[config.mk]
export PLATFORM = sky130hd
export DESIGN_NAME = lfu_cache_replacement_flat
export DESIGN_NICKNAME = d
export VERILOG_FILES = /design/src/hw/rtl/lfu_pkg.sv /design/src/hw/rtl/lfu_if.sv /design/src/hw/rtl/lfu_ram.sv /design/src/hw/rtl/lfu_seq.sv /design/src/hw/rtl/lfu_cache_replacement.sv /design/src/flat_wrapper.sv
export SDC_FILE = /design/constraint.sdc
export NUM_CORES = 2
export LEC_CHECK = 0
export BUFFER_PORTS_ARGS = -buffer_cell sky130_fd_sc_hd__buf_4
export CAP_MARGIN = 20
export CORE_MARGIN = 2
export CORE_UTILIZATION = 35
export DETAILED_ROUTE_END_ITERATION = 8
export GPL_ROUTABILITY_DRIVEN = 0
export PLACE_DENSITY_LB_ADDON = 0.15
export SLEW_MARGIN = 20
export SYNTH_ARGS = -nofsm -noshare
export SYNTH_HDL_FRONTEND = slang
export SYNTH_SLANG_ARGS = --single-unit
[constraint.sdc]
create_clock -name clk -period 6.3 [get_ports clk]
set_input_delay 1.575 -clock clk [delete_from_list [all_inputs] [get_ports clk]]
set_output_delay 1.575 -clock clk [all_outputs]
set_load 0.05 [all_outputs]
[src/hw/rtl/lfu_pkg.sv]
`default_nettype none

package lfu_pkg;

    localparam int ENTRIES_DEFAULT = 16;
    localparam int WORD_W          = 32;
    localparam int CAP_W           = 5;

    localparam logic [CAP_W-1:0]  CAP_RESET = CAP_W'(16);
    localparam logic [WORD_W-1:0] COUNT_MAX = '1;
    localparam logic [WORD_W-1:0] COUNT_ONE = WORD_W'(1);
    localparam logic [WORD_W-1:0] MISS_DATA = '1;

    localparam logic OP_GET = 1'b0;
    localparam logic OP_PUT = 1'b1;

    typedef struct packed {
        logic                     opcode;
        logic signed [WORD_W-1:0] key;
        logic signed [WORD_W-1:0] value;
    } item_t;

    typedef struct packed {
        logic                     hit;
        logic signed [WORD_W-1:0] read_value;
        logic                     evicted;
        logic signed [WORD_W-1:0] evicted_key;
    } result_t;

endpackage

`default_nettype wire

[src/hw/rtl/lfu_if.sv]
`default_nettype none

interface lfu_item_if;
    logic                             valid;
    logic                             ready;
    logic                             opcode;
    logic signed [lfu_pkg::WORD_W-1:0] key;
    logic signed [lfu_pkg::WORD_W-1:0] value;

    modport source (output valid, output opcode, output key, output value, input ready);
    modport sink   (input valid, input opcode, input key, input value, output ready);
endinterface

interface lfu_result_if;
    logic                             valid;
    logic                             ready;
    logic                             hit;
    logic signed [lfu_pkg::WORD_W-1:0] read_value;
    logic                             evicted;
    logic signed [lfu_pkg::WORD_W-1:0] evicted_key;

    modport source (output valid, output hit, output read_value, output evicted,
                    output evicted_key, input ready);
    modport sink   (input valid, input hit, input read_value, input evicted,
                    input evicted_key, output ready);
endinterface

`default_nettype wire

[src/hw/rtl/lfu_ram.sv]
`default_nettype none

module lfu_ram #(
    parameter int WIDTH = lfu_pkg::WORD_W,
    parameter int DEPTH = lfu_pkg::ENTRIES_DEFAULT,
    parameter int AW    = (DEPTH > 1) ? $clog2(DEPTH) : 1
) (
    input  wire logic             clk,
    input  wire logic             we,
    input  wire logic [AW-1:0]    waddr,
    input  wire logic [WIDTH-1:0] wdata,
    input  wire logic             re,
    input  wire logic [AW-1:0]    raddr,
    output logic      [WIDTH-1:0] rdata
);

    logic [WIDTH-1:0] mem [DEPTH];

    always_ff @(posedge clk)
    begin
        if (we)
        begin
            mem[waddr] <= wdata;
        end
        if (re)
        begin
            rdata <= mem[raddr];
        end
    end

endmodule

`default_nettype wire

[src/hw/rtl/lfu_seq.sv]
`default_nettype none

module lfu_seq #(
    parameter int ENTRIES = lfu_pkg::ENTRIES_DEFAULT
) (
    input  wire logic                       clk,
    input  wire logic                       rst_n,
    input  wire logic                       start,
    input  wire lfu_pkg::item_t             item,
    input  wire logic [lfu_pkg::CAP_W-1:0]  capacity,
    output logic                            idle,
    output logic                            done_valid,
    input  wire logic                       done_ready,
    output lfu_pkg::result_t                result
);

    localparam int IW = (ENTRIES > 1) ? $clog2(ENTRIES) : 1;
    localparam int FW = $clog2(ENTRIES + 1);
    localparam int CW = (FW > lfu_pkg::CAP_W) ? FW : lfu_pkg::CAP_W;
    localparam int WW = lfu_pkg::WORD_W;
    localparam logic [FW-1:0] LAST    = FW'(ENTRIES);
    localparam logic [CW-1:0] ENT_CAP = CW'(ENTRIES);

    typedef enum logic [4:0] {
        S_IDLE   = 5'b00001,
        S_SCAN   = 5'b00010,
        S_DECIDE = 5'b00100,
        S_UPDATE = 5'b01000,
        S_DONE   = 5'b10000
    } state_t;

    state_t state_reg, state_next;

    logic [ENTRIES-1:0] valid_reg, valid_next;
    logic [FW-1:0]      cnt_reg, cnt_next;
    logic               p_vld_reg, p_vld_next;
    logic [IW-1:0]      p_idx_reg, p_idx_next;

    logic               op_reg, op_next;
    logic [WW-1:0]      key_reg, key_next;
    logic [WW-1:0]      val_reg, val_next;

    logic               found_reg, found_next;
    logic [IW-1:0]      s_idx_reg, s_idx_next;
    logic [IW-1:0]      s_rank_reg, s_rank_next;
    logic [WW-1:0]      s_count_reg, s_count_next;
    logic [FW-1:0]      fill_reg, fill_next;
    logic               vf_reg, vf_next;
    logic [IW-1:0]      v_idx_reg, v_idx_next;
    logic [IW-1:0]      v_rank_reg, v_rank_next;
    logic [WW-1:0]      v_count_reg, v_count_next;
    logic [WW-1:0]      v_key_reg, v_key_next;
    logic               ff_reg, ff_next;
    logic [IW-1:0]      f_idx_reg, f_idx_next;

    logic [IW-1:0]      tgt_reg, tgt_next;
    logic               touch_reg, touch_next;
    logic [IW-1:0]      rr_reg, rr_next;
    logic               ev_reg, ev_next;

    logic [WW-1:0]      key_rd, count_rd, data_rd;
    logic [IW-1:0]      rank_rd;

    logic               scan_re, rank_re, rank_we, key_we, data_we, count_we, data_re;
    logic [IW-1:0]      scan_addr, rank_wdata;
    logic [WW-1:0]      count_wdata;

    logic               issue, cur_valid;
    logic               get_hit, put_hit, put_miss, cap_zero, do_evict;
    logic [CW-1:0]      cap_eff, cap_ext;
    logic [IW-1:0]      slot_sel, target;
    logic [IW-1:0]      rank_dec;

    lfu_ram #(.WIDTH(WW), .DEPTH(ENTRIES), .AW(IW)) u_key_ram (
        .clk(clk), .we(key_we), .waddr(target), .wdata(key_reg),
        .re(scan_re), .raddr(scan_addr), .rdata(key_rd)
    );

    lfu_ram #(.WIDTH(WW), .DEPTH(ENTRIES), .AW(IW)) u_data_ram (
        .clk(clk), .we(data_we), .waddr(target), .wdata(val_reg),
        .re(data_re), .raddr(s_idx_reg), .rdata(data_rd)
    );

    lfu_ram #(.WIDTH(WW), .DEPTH(ENTRIES), .AW(IW)) u_count_ram (
        .clk(clk), .we(count_we), .waddr(target), .wdata(count_wdata),
        .re(scan_re), .raddr(scan_addr), .rdata(count_rd)
    );

    lfu_ram #(.WIDTH(IW), .DEPTH(ENTRIES), .AW(IW)) u_rank_ram (
        .clk(clk), .we(rank_we), .waddr(p_idx_reg), .wdata(rank_wdata),
        .re(rank_re), .raddr(scan_addr), .rdata(rank_rd)
    );

    // decision terms, from the registered scan results, opcode and capacity
    always_comb
    begin
        cap_ext  = CW'(capacity);
        cap_eff  = (cap_ext > ENT_CAP) ? ENT_CAP : cap_ext;
        cap_zero = (capacity == '0);
        get_hit  = (op_reg == lfu_pkg::OP_GET) && found_reg;
        put_hit  = (op_reg == lfu_pkg::OP_PUT) && found_reg && !cap_zero;
        put_miss = (op_reg == lfu_pkg::OP_PUT) && !found_reg && !cap_zero;
        do_evict = put_miss && vf_reg && (CW'(fill_reg) >= cap_eff);
        if (do_evict)
        begin
            slot_sel = (ff_reg && (f_idx_reg < v_idx_reg)) ? f_idx_reg : v_idx_reg;
        end
        else
        begin
            slot_sel = f_idx_reg;
        end
        target = (state_reg == S_DECIDE) ? (found_reg ? s_idx_reg : slot_sel) : tgt_reg;
    end

    assign issue     = (cnt_reg != LAST);
    assign scan_addr = cnt_reg[IW-1:0];
    assign cur_valid = valid_reg[p_idx_reg];
    assign rank_dec  = (ev_reg && (rank_rd > rr_reg)) ? (rank_rd - IW'(1)) : rank_rd;

    always_comb
    begin
        state_next   = state_reg;
        valid_next   = valid_reg;
        cnt_next     = cnt_reg;
        p_vld_next   = 1'b0;
        p_idx_next   = p_idx_reg;
        op_next      = op_reg;
        key_next     = key_reg;
        val_next     = val_reg;
        found_next   = found_reg;
        s_idx_next   = s_idx_reg;
        s_rank_next  = s_rank_reg;
        s_count_next = s_count_reg;
        fill_next    = fill_reg;
        vf_next      = vf_reg;
        v_idx_next   = v_idx_reg;
        v_rank_next  = v_rank_reg;
        v_count_next = v_count_reg;
        v_key_next   = v_key_reg;
        ff_next      = ff_reg;
        f_idx_next   = f_idx_reg;
        tgt_next     = tgt_reg;
        touch_next   = touch_reg;
        rr_next      = rr_reg;
        ev_next      = ev_reg;
        scan_re      = 1'b0;
        rank_re      = 1'b0;
        rank_we      = 1'b0;
        rank_wdata   = '0;
        key_we       = 1'b0;
        data_we      = 1'b0;
        data_re      = 1'b0;
        count_we     = 1'b0;
        count_wdata  = lfu_pkg::COUNT_ONE;
        idle         = 1'b0;
        done_valid   = 1'b0;

        case (state_reg)
            S_IDLE:
            begin
                idle = 1'b1;
                if (start)
                begin
                    op_next    = item.opcode;
                    key_next   = item.key;
                    val_next   = item.value;
                    found_next = 1'b0;
                    fill_next  = '0;
                    vf_next    = 1'b0;
                    ff_next    = 1'b0;
                    cnt_next   = '0;
                    state_next = S_SCAN;
                end
            end

            S_SCAN:
            begin
                scan_re = issue;
                rank_re = issue;
                if (issue)
                begin
                    p_vld_next = 1'b1;
                    p_idx_next = scan_addr;
                    cnt_next   = cnt_reg + FW'(1);
                end
                if (p_vld_reg)
                begin
                    if (cur_valid)
                    begin
                        fill_next = fill_reg + FW'(1);
                        if (!found_reg && (key_rd == key_reg))
                        begin
                            found_next   = 1'b1;
                            s_idx_next   = p_idx_reg;
                            s_rank_next  = rank_rd;
                            s_count_next = count_rd;
                        end
                        if (!vf_reg || (count_rd < v_count_reg) ||
                            ((count_rd == v_count_reg) && (rank_rd > v_rank_reg)))
                        begin
                            vf_next      = 1'b1;
                            v_idx_next   = p_idx_reg;
                            v_rank_next  = rank_rd;
                            v_count_next = count_rd;
                            v_key_next   = key_rd;
                        end
                    end
                    else if (!ff_reg)
                    begin
                        ff_next    = 1'b1;
                        f_idx_next = p_idx_reg;
                    end
                    if (!issue)
                    begin
                        state_next = S_DECIDE;
                    end
                end
            end

            S_DECIDE:
            begin
                key_we      = put_miss;
                data_we     = put_hit || put_miss;
                data_re     = get_hit;
                count_we    = get_hit || put_hit || put_miss;
                count_wdata = found_reg ? ((s_count_reg == lfu_pkg::COUNT_MAX) ?
                              s_count_reg : (s_count_reg + WW'(1))) : lfu_pkg::COUNT_ONE;
                tgt_next    = target;
                touch_next  = found_reg;
                rr_next     = found_reg ? s_rank_reg : v_rank_reg;
                ev_next     = do_evict;
                if (do_evict)
                begin
                    valid_next[v_idx_reg] = 1'b0;
                end
                if (put_miss)
                begin
                    valid_next[slot_sel] = 1'b1;
                end
                cnt_next = '0;
                if (get_hit || put_hit || put_miss)
                begin
                    state_next = S_UPDATE;
                end
                else
                begin
                    state_next = S_DONE;
                end
            end

            S_UPDATE:
            begin
                rank_re = issue;
                if (issue)
                begin
                    p_vld_next = 1'b1;
                    p_idx_next = scan_addr;
                    cnt_next   = cnt_reg + FW'(1);
                end
                if (p_vld_reg)
                begin
                    if (p_idx_reg == tgt_reg)
                    begin
                        rank_we    = 1'b1;
                        rank_wdata = '0;
                    end
                    else if (cur_valid)
                    begin
                        rank_we = 1'b1;
                        if (touch_reg)
                        begin
                            rank_wdata = (rank_rd < rr_reg) ? (rank_rd + IW'(1)) : rank_rd;
                        end
                        else
                        begin
                            rank_wdata = rank_dec + IW'(1);
                        end
                    end
                    if (!issue)
                    begin
                        state_next = S_DONE;
                    end
                end
            end

            S_DONE:
            begin
                done_valid = 1'b1;
                if (done_ready)
                begin
                    state_next = S_IDLE;
                end
            end

            default:
            begin
                state_next = S_IDLE;
            end
        endcase
    end

    always_comb
    begin
        result.hit         = found_reg;
        result.evicted     = ev_reg;
        result.evicted_key = ev_reg ? v_key_reg : '0;
        if (op_reg == lfu_pkg::OP_GET)
        begin
            result.read_value = found_reg ? data_rd : lfu_pkg::MISS_DATA;
        end
        else
        begin
            result.read_value = '0;
        end
    end

    always_ff @(posedge clk or negedge rst_n)
    begin
        if (!rst_n)
        begin
            state_reg <= S_IDLE;
            valid_reg <= '0;
            cnt_reg   <= '0;
            p_vld_reg <= 1'b0;
        end
        else
        begin
            state_reg <= state_next;
            valid_reg <= valid_next;
            cnt_reg   <= cnt_next;
            p_vld_reg <= p_vld_next;
        end
    end

    always_ff @(posedge clk)
    begin
        p_idx_reg   <= p_idx_next;
        op_reg      <= op_next;
        key_reg     <= key_next;
        val_reg     <= val_next;
        found_reg   <= found_next;
        s_idx_reg   <= s_idx_next;
        s_rank_reg  <= s_rank_next;
        s_count_reg <= s_count_next;
        fill_reg    <= fill_next;
        vf_reg      <= vf_next;
        v_idx_reg   <= v_idx_next;
        v_rank_reg  <= v_rank_next;
        v_count_reg <= v_count_next;
        v_key_reg   <= v_key_next;
        ff_reg      <= ff_next;
        f_idx_reg   <= f_idx_next;
        tgt_reg     <= tgt_next;
        touch_reg   <= touch_next;
        rr_reg      <= rr_next;
        ev_reg      <= ev_next;
    end

endmodule

`default_nettype wire

[src/hw/rtl/lfu_cache_replacement.sv]
// Fully associative key-value store of ENTRIES slots with least-frequently-used
// replacement, ties going to the least recently used entry. A get returns the
// stored value and bumps its use count; a put overwrites or inserts, evicting
// one entry when the fill has reached the capacity register (clamped to
// ENTRIES; zero turns puts into no-ops). Key, value, count and recency rank sit
// in single-port-read memories, so every item first scans all slots one per
// cycle; a get miss or a put at capacity zero then finishes after that scan,
// and every item that changes state adds a second sweep that rewrites the
// recency ranks. One item is in work at a time; a finished result waits in
// the output register while the next item is taken. No clearing pass follows
// reset. Capacity is written through cfg_we / cfg_wdata; the user must write
// it only while idle, which the block itself does not enforce.
`default_nettype none

module lfu_cache_replacement #(
    parameter int ENTRIES = lfu_pkg::ENTRIES_DEFAULT
) (
    input  wire logic                      clk,
    input  wire logic                      rst_n,
    lfu_item_if.sink                       req,
    lfu_result_if.source                   rsp,
    input  wire logic                      cfg_we,
    input  wire logic [lfu_pkg::CAP_W-1:0] cfg_wdata
);

    logic [lfu_pkg::CAP_W-1:0] cap_reg;
    logic                      rsp_valid_reg, rsp_valid_next;
    lfu_pkg::result_t          rsp_reg, rsp_next;
    lfu_pkg::item_t            item;
    lfu_pkg::result_t          result;
    logic                      seq_idle, done_valid, done_ready, start;

    assign item.opcode = req.opcode;
    assign item.key    = req.key;
    assign item.value  = req.value;

    assign req.ready  = seq_idle;
    assign start      = req.valid && seq_idle;
    assign done_ready = !rsp_valid_reg || rsp.ready;

    lfu_seq #(.ENTRIES(ENTRIES)) u_seq (
        .clk        (clk),
        .rst_n      (rst_n),
        .start      (start),
        .item       (item),
        .capacity   (cap_reg),
        .idle       (seq_idle),
        .done_valid (done_valid),
        .done_ready (done_ready),
        .result     (result)
    );

    always_comb
    begin
        rsp_valid_next = rsp_valid_reg;
        rsp_next       = rsp_reg;
        if (done_valid && done_ready)
        begin
            rsp_valid_next = 1'b1;
            rsp_next       = result;
        end
        else if (rsp.ready)
        begin
            rsp_valid_next = 1'b0;
        end
    end

    always_ff @(posedge clk or negedge rst_n)
    begin
        if (!rst_n)
        begin
            cap_reg       <= lfu_pkg::CAP_RESET;
            rsp_valid_reg <= 1'b0;
        end
        else
        begin
            if (cfg_we)
            begin
                cap_reg <= cfg_wdata;
            end
            rsp_valid_reg <= rsp_valid_next;
        end
    end

    always_ff @(posedge clk)
    begin
        rsp_reg <= rsp_next;
    end

    assign rsp.valid       = rsp_valid_reg;
    assign rsp.hit         = rsp_reg.hit;
    assign rsp.read_value  = rsp_reg.read_value;
    assign rsp.evicted     = rsp_reg.evicted;
    assign rsp.evicted_key = rsp_reg.evicted_key;

endmodule

`default_nettype wire
[src/flat_wrapper.sv]
// flat-port wrapper written by rule: the top's interface ports become plain ports
module lfu_cache_replacement_flat 
#(
    parameter int ENTRIES = lfu_pkg::ENTRIES_DEFAULT
)
  (clk, rst_n, cfg_we, cfg_wdata, req_valid, req_opcode, req_key, req_value, req_ready, rsp_valid, rsp_hit, rsp_read_value, rsp_evicted, rsp_evicted_key, rsp_ready);
  lfu_item_if req_i ();
  lfu_result_if rsp_i ();
  input  wire logic clk;
  input  wire logic rst_n;
  input  wire logic cfg_we;
  input  wire logic [lfu_pkg::CAP_W-1:0] cfg_wdata;
  input wire logic [$bits(req_i.valid)-1:0] req_valid;
  input wire logic [$bits(req_i.opcode)-1:0] req_opcode;
  input wire logic [$bits(req_i.key)-1:0] req_key;
  input wire logic [$bits(req_i.value)-1:0] req_value;
  output wire logic [$bits(req_i.ready)-1:0] req_ready;
  output wire logic [$bits(rsp_i.valid)-1:0] rsp_valid;
  output wire logic [$bits(rsp_i.hit)-1:0] rsp_hit;
  output wire logic [$bits(rsp_i.read_value)-1:0] rsp_read_value;
  output wire logic [$bits(rsp_i.evicted)-1:0] rsp_evicted;
  output wire logic [$bits(rsp_i.evicted_key)-1:0] rsp_evicted_key;
  input wire logic [$bits(rsp_i.ready)-1:0] rsp_ready;
  assign req_i.valid = req_valid;
  assign req_i.opcode = req_opcode;
  assign req_i.key = req_key;
  assign req_i.value = req_value;
  assign req_ready = req_i.ready;
  assign rsp_valid = rsp_i.valid;
  assign rsp_hit = rsp_i.hit;
  assign rsp_read_value = rsp_i.read_value;
  assign rsp_evicted = rsp_i.evicted;
  assign rsp_evicted_key = rsp_i.evicted_key;
  assign rsp_i.ready = rsp_ready;
  lfu_cache_replacement #(.ENTRIES(ENTRIES)) u_core (.clk(clk), .rst_n(rst_n), .req(req_i), .rsp(rsp_i), .cfg_we(cfg_we), .cfg_wdata(cfg_wdata));
endmodule
Word level (Yosys, flattened, before mapping)
Memory sizes are Yosys's and may differ from the RTL's. A register that Yosys moved wholly into a read port is not among the register bits.
Cells that the tools add are included.

cells by class
  bitwise gates (word level) = 6
  multiplexer cells = 76
  equality and inequality tests = 21
  $lt $le $gt $ge = 12
  reduce and logical (&&, ||, !) cells = 41
  add/sub/neg operators = 6

operator list
  kind                                                         count
  two-way mux 32 bit                                           4
  equality test 32 bit                                         2
  two-way mux 5 bit                                            12
  two-way mux 16 bit                                           3
  two-way mux 4 bit                                            12
  two-way mux 1 bit                                            36
  adder 32 x 1 -> 32 bit (second input constant)               1
  equality test 32 bit (second input constant)                 1
  less-than comparator 32 bit                                  1
  one-hot mux 5 bit (5 select lines)                           1
  AND reduction 4 bit                                          5
  bitwise AND 16 bit                                           1
  != test 2 bit (second input constant)                        8
  inverter 16 bit                                              1
  bitwise OR 16 bit                                            1
  logical AND 1 bit                                            15
  less-than comparator 4 x 5 -> 1 bit (second input constant)  3
  one-hot mux 5 bit (3 select lines)                           1
  adder 5 x 1 -> 5 bit (second input constant)                 2
  one-hot mux 5 bit (2 select lines)                           1
  AND reduction 5 bit                                          2
  adder 4 x 1 -> 4 bit (second input constant)                 2
  demux 1 bit (select 4 bit)                                   2
  >= comparator 4 x 1 -> 1 bit (second input constant)         2
  25 further kinds                                             43

word-level totals
  output and inout bits = 68
  memories = 4
  bits in writable memories = 1600
  flip-flop bits (word level) = 302
  input port bits = 75

memories
  name                          depth  bits a word  read ports  clocked after memory_dff  write ports  line           RTL
  u_core.u_seq.u_count_ram.mem  16     32           1           1                         1            lfu_ram.sv:17  logic [WIDTH-1:0] mem [DEPTH];
  u_core.u_seq.u_data_ram.mem   16     32           1           1                         1            lfu_ram.sv:17
  u_core.u_seq.u_key_ram.mem    16     32           1           1                         1            lfu_ram.sv:17
  u_core.u_seq.u_rank_ram.mem   16     4            1           1                         1            lfu_ram.sv:17

Longest topological paths before layout
  depth after elaboration = 12
  gate-level depth with buffers = 13
  mapped depth without buffers = 13

Cells and area by module
A second synthesis with hierarchy kept.

unflattened totals
  cells, all modules = 3706
  area total of the unflattened synthesis = 76927.5 µm²

modules (own cells, without submodules)
  module                                   cells each  area an instance (µm²)  seq. area each (µm²)  instances
  lfu_ram at u_core.u_seq.u_count_ram ...  838         20155.6                 16335.7               3
  lfu_seq                                  981         11539.8                 6772.7                1
  lfu_ram at u_core.u_seq.u_rank_ram       130         2706.3                  2042.0                1
  lfu_cache_replacement                    81          2214.6                  2133.3                1

Least setup slack after synthesis
Ideal clock, no wire load.

  path kind = register -> register
  start point = register u_core.u_seq.u_count_ram.rdata[1] (read register of u_core.u_seq.u_count_ram.mem)
  end point = register u_core.u_seq.v_count_reg[0], enable pin
  path slack = 1112 ps
  cell stages (with the launch flop) = 9
  library setup time = 503 ps
  arrival time = 4685 ps
  buffers on the path = 0
  cells stage by stage = edfxtp_1 > ha_1 > nor2b_1 > o21a_1 > o21a_1 > o21a_1 > o41ai_1 > a21oi_1 > nor2_1

on the way
  longest elaborated chain between the ends = 4
  elaborated cells between the ends (all ways) = 6
  classes of those cells = order compare (1); eq/ne (1); reduce/logical (4)

RTL lines
  what                                                                 line                            RTL
  start: declaration                                                   lfu_ram.sv:14                   output logic [WIDTH-1:0] rdata
  less-than comparator 32 bit or equality test 32 bit (tied branches)  lfu_seq.sv:198, lfu_seq.sv:199
  logical OR 1 bit or logical AND 1 bit (tied branches)                lfu_seq.sv:198, lfu_seq.sv:199
  logical OR 1 bit (*)                                                 lfu_seq.sv:198                  if (!vf_reg || (count_rd < v_count_reg) ||
  AND reduction 4 bit (no source line) (*)                             -
  end signal: assignment                                               lfu_seq.sv:349                  v_count_reg <= v_count_next;
  end: declaration                                                     lfu_seq.sv:51                   logic [WW-1:0] v_count_reg, v_count_next;

Every way passes the cells marked *; elsewhere a longest branch is shown, timed or not.
A chain may end at the register's enable or synchronous reset.

Worst setup path in the final report
  start point = register u_core.u_seq.state_reg[1]
  end point = memory u_core.u_seq.u_data_ram.mem[5][4] (netlist name), enable pin

on the way
  elaborated cells between the ends (all ways) = 5
  classes of those cells = eq/ne (1); mux (4)

RTL lines
  what                          line            RTL
  start: declaration            lfu_seq.sv:32   state_t state_reg, state_next;
  start signal: assignment      lfu_seq.sv:328  state_reg <= state_next;
  equality test 5 x 3 -> 1 bit  lfu_seq.sv:112  target = (state_reg == S_DECIDE) ? (found_reg ? s_idx_reg : slot_sel) : tgt_reg;
  two-way mux 4 bit             lfu_seq.sv:112
  net u_core.u_seq.target[0]    lfu_seq.sv:71   logic [IW-1:0] slot_sel, target;
  end: declaration              lfu_ram.sv:17

The timed path passes the listed nets, and every way through them passes these cells.

==> qor.csv <==
stage,metric,value,unit
outcome,outcome,completed,
final_layout,drive_gt1_share,28.8,%
logic_synthesis,avgSynthCellArea,22.4,um^2
die,dieArea,223000,um^2
global_routing,antenna_found_initial,15,
die,chipWidth,472,um
route,drt-wirelength-per-cell,27.5,um
power_and_ir_drop,power_density,362,nW/um^2
power_and_ir_drop,p_leak,28.7,nW
critical_path,cp_data_required_time,6.79,ns
final_layout,final-instance-count-excl-fill,6755,
critical_path,critPathTopFamily,simple AND/OR/NAND/NOR gates,
logic_synthesis,synth_edf_count,1969,
sta,whs,0.473,ns
placed_design,dp_slack,1.60,ns
logic_synthesis,synth-main-ff-cell,edfxtp_1,
clock_network,clk_latency,0.85,ns
critical_path,crit_path_start_kind,register,
die,core_area,217000,um^2
sta,finalWorstSetupSlack,1.66,ns
die,die_h,472,um
route,antenna_left,0,
logic_synthesis,ys_ff_latch,2002,
worst_hold_path,hold_path_class,register to register,
sta,min_period,4.64,ns
logic_synthesis,yosys.cell_types.count,63,
logic_synthesis,synthArstFlopShare,1.65,%
final_layout,post-route-util,40.8,%
critical_path,cp-end-kind,register,
clock_network,cts_tree,done,
critical_path,arrival,5.13,ns
clock_network,cts_setup_buffers,0,
logic_synthesis,syn_inst,3418,
placed_design,dp_cells,6362,
die,rows,171,
final_layout,syn_to_final_growth,15.8,%
die,start_util,35.2,%
clock_network,htree_levels,4,
critical_path,crit_buf_inv,3,
sta,slew_viol_final,0,
global_routing,grt_pass1_vias,36100,
final_layout,nets,3852,
sta,skew,0.0467,ns
global_routing,grtUsageTotal,16.7,%
clock_network,cts-root-buf,clkbuf_16,
final_layout,top_regs,"u_core.u_seq.u_count_ram.mem (512), u_core.u_seq.u_data_ram.mem (512), u_core.u_seq.u_key_ram.mem (512)",
clock_network,cts_resized,0,
final_layout,fillCellCount,19100,
global_routing,grt_max_degree,129,
sta,tightestPinTransition,1.09,ns
job,drv_cap,0,
sta,finalHoldViolCount,0,
logic_synthesis,ys_warn_count,0,
clock_network,cts.hold.buffers_added,0,
placed_design,io_buffers,142,
clock_network,cts_buffers,210,
route,drt-total-wl,186000,um
critical_path,cp_max_fo,21,
route,vias,34800,
route,via_per_inst,5.15,
global_routing,grt_pass1_wl,267000,um
critical_path,cp_common_cell,nand3_1,
die,num_io_pins,143,
power_and_ir_drop,ir_drop,0.319,mV
logic_synthesis,netlist_area,76600,um^2
route,drc,0,
clock_network,clock_sinks,2002,
critical_path,crit_slowest_cell,nor2_4,
placed_design,dpl.hpwl,109000,um
route,drtIter0Drc,3143,
sta,rsz0062_at_grt,no,
critical_path,max_stage_delay,0.91,ns
sta,finalCritPeriodShare,73.6,%
sta,clock.fmax,0.216,GHz
sta,setup_viol,0,
route,first_pass_iters,5,
logic_synthesis,synth.net_count,3548,
global_routing,overflow,0,
critical_path,path_cells,or3_4 > or3b_4 > inv_1 > nand3_1 > nand2_1 > a311oi_4 > inv_2 > nand3_1 > nor2_4 > buf_4,
sta,setup_tns,0,ns
clock_network,clk_path_buf_depth,3,
logic_synthesis,yosysSeqAreaShare,78.3,%
sta,relSlewSlack,27.3,%
critical_path,path_class,register to register,
clock_network,clkTransAtPathRegs,0.06,ns
==> power by group <==
group          total [mW]  internal, mW  switching, mW
clock network        12.2          7.01           5.14
registers            16.2          15.4          0.739
logic                3.78          1.66           2.11
==> cells by family (layout without fill, tap and decap cells) <==
| group | after synthesis | after routing | share of synthesized area (%) |
|---|---|---|---|
| buffers and inverters | 235 | 714 | 1.17 |
| and+or+nand+nor | 382 | 382 | 2.54 |
| DFF | 2002 | 2002 | 78.3 |
| muxes | 513 | 513 | 15.0 |
| AOI/OAI and AO/OA | 161 | 161 | 1.32 |
| xor gates and xnor gates | 70 | 70 | 0.801 |
| other | 0 | 4 | 0 |
| adders and majority gates | 55 | 55 | 0.899 |
==> Yosys cell counts (4+ instances only) <==
cell type | n | area, um^2
a21o_1 | 9 | 67.6
nand4_1 | 25 | 156
clkbuf_1 | 83 | 312
o22ai_1 | 4 | 25.0
xor2_1 | 52 | 455
buf_2 | 7 | 35.0
o21ai_0 | 42 | 210
edfxtp_1 | 1969 | 59100
nand3_1 | 37 | 185
o21ai_1 | 7 | 35.0
or3_1 | 5 | 31.3
nand2b_1 | 17 | 106
nand2_1 | 62 | 233
nor4_1 | 11 | 68.8
and4_1 | 9 | 78.8
a21oi_1 | 64 | 320
dfrtp_1 | 31 | 776
inv_2 | 4 | 15.0
nor2_1 | 128 | 480
mux2_2 | 5 | 56.3
buf_1 | 50 | 188
o21a_1 | 7 | 52.6
a31oi_1 | 6 | 37.5
nor3_1 | 10 | 50.1
and3_1 | 14 | 87.6
inv_1 | 89 | 334
and2_1 | 36 | 225
mux4_2 | 505 | 11400
xnor2_1 | 18 | 158
ha_1 | 55 | 688
nor2b_1 | 11 | 68.8
==> per-stage QoR <==
| stage | instance area (um^2) | power, mW |
|---|---|---|
| 2_1_floorplan | 76600 | 18.7 |
| 4_1_cts | 88600 | 32.5 |
| 3_3_place_gp | 81800 | 20.3 |
| 3_5_place_dp | 81900 | 20.3 |
| 5_1_grt | 88700 | 33.3 |
| 6_report | 88700 | 32.1 |
==> cell usage in the layout (no fill, tap or decap), types with 4 or more instances in the layout <==
cell type,count
and3_1,14
ha_1,55
o21a_1,7
nand2_1,61
buf_4,221
dfrtp_1,27
nand2b_1,17
clkbuf_1,47
a31oi_1,6
nor2_1,74
mux4_2,505
and4_1,9
diode_2,4
buf_12,9
o21ai_0,42
nor2b_1,10
nor3_1,10
bufinv_16,21
xor2_1,52
dfrtp_4,4
inv_2,5
xnor2_1,18
clkbuf_16,212
a21oi_1,58
o21ai_1,7
clkinv_2,39
o22ai_1,4
nor2_4,52
inv_6,6
a21oi_2,6
nor4_1,10
nand3_1,37
clkinv_1,51
edfxtp_1,1969
nand4_1,25
or3_1,5
inv_1,88
a21o_1,9
and2_1,36
mux2_2,5
==> metal layers <==
layer	wire length (um)	track usage, %
met4	3830	4.23
met2	87200	26.0
met3	8300	2.57
met5	0	0
met1	86200	24.5
==> cell type report <==
| cell class | count | area (um^2) | area share (%) |
|---|---|---|---|
| Inverter | 94 | 355 | 0.401 |
| Tap cell | 2854 | 3570 | 4.03 |
| Sequential cell | 2002 | 60000 | 67.6 |
| Clock inverter | 128 | 1220 | 1.37 |
| Clock buffer | 259 | 5480 | 6.18 |
| Antenna cell | 4 | 10.0 | 0.0113 |
| Multi-Input combinational cell | 1181 | 16200 | 18.2 |
| Timing Repair Buffer | 233 | 1910 | 2.15 |
==> path summary, 6_finish.rpt <==
kind                                                  start                           endpoint  slack [ns]  depth (start not counted)
setup / recovery                  u_core.u_seq.state_reg[1]  u_core.u_seq.u_data_ram.mem[5][4]        1.66                         10
hold / removal             u_core.u_seq.u_key_ram.rdata[22]         u_core.u_seq.v_key_reg[22]        0.47                          0
setup reg to reg                  u_core.u_seq.state_reg[1]  u_core.u_seq.u_data_ram.mem[5][4]        1.66                         10
min in group asynchronous                             rst_n                  u_core.cap_reg[0]        0.73                          1
max in group asynchronous                             rst_n            u_core.u_seq.cnt_reg[0]        5.12                          1
hold reg to reg            u_core.u_seq.u_key_ram.rdata[22]         u_core.u_seq.v_key_reg[22]        0.47                          0
(Power assumes the default switching activity.)
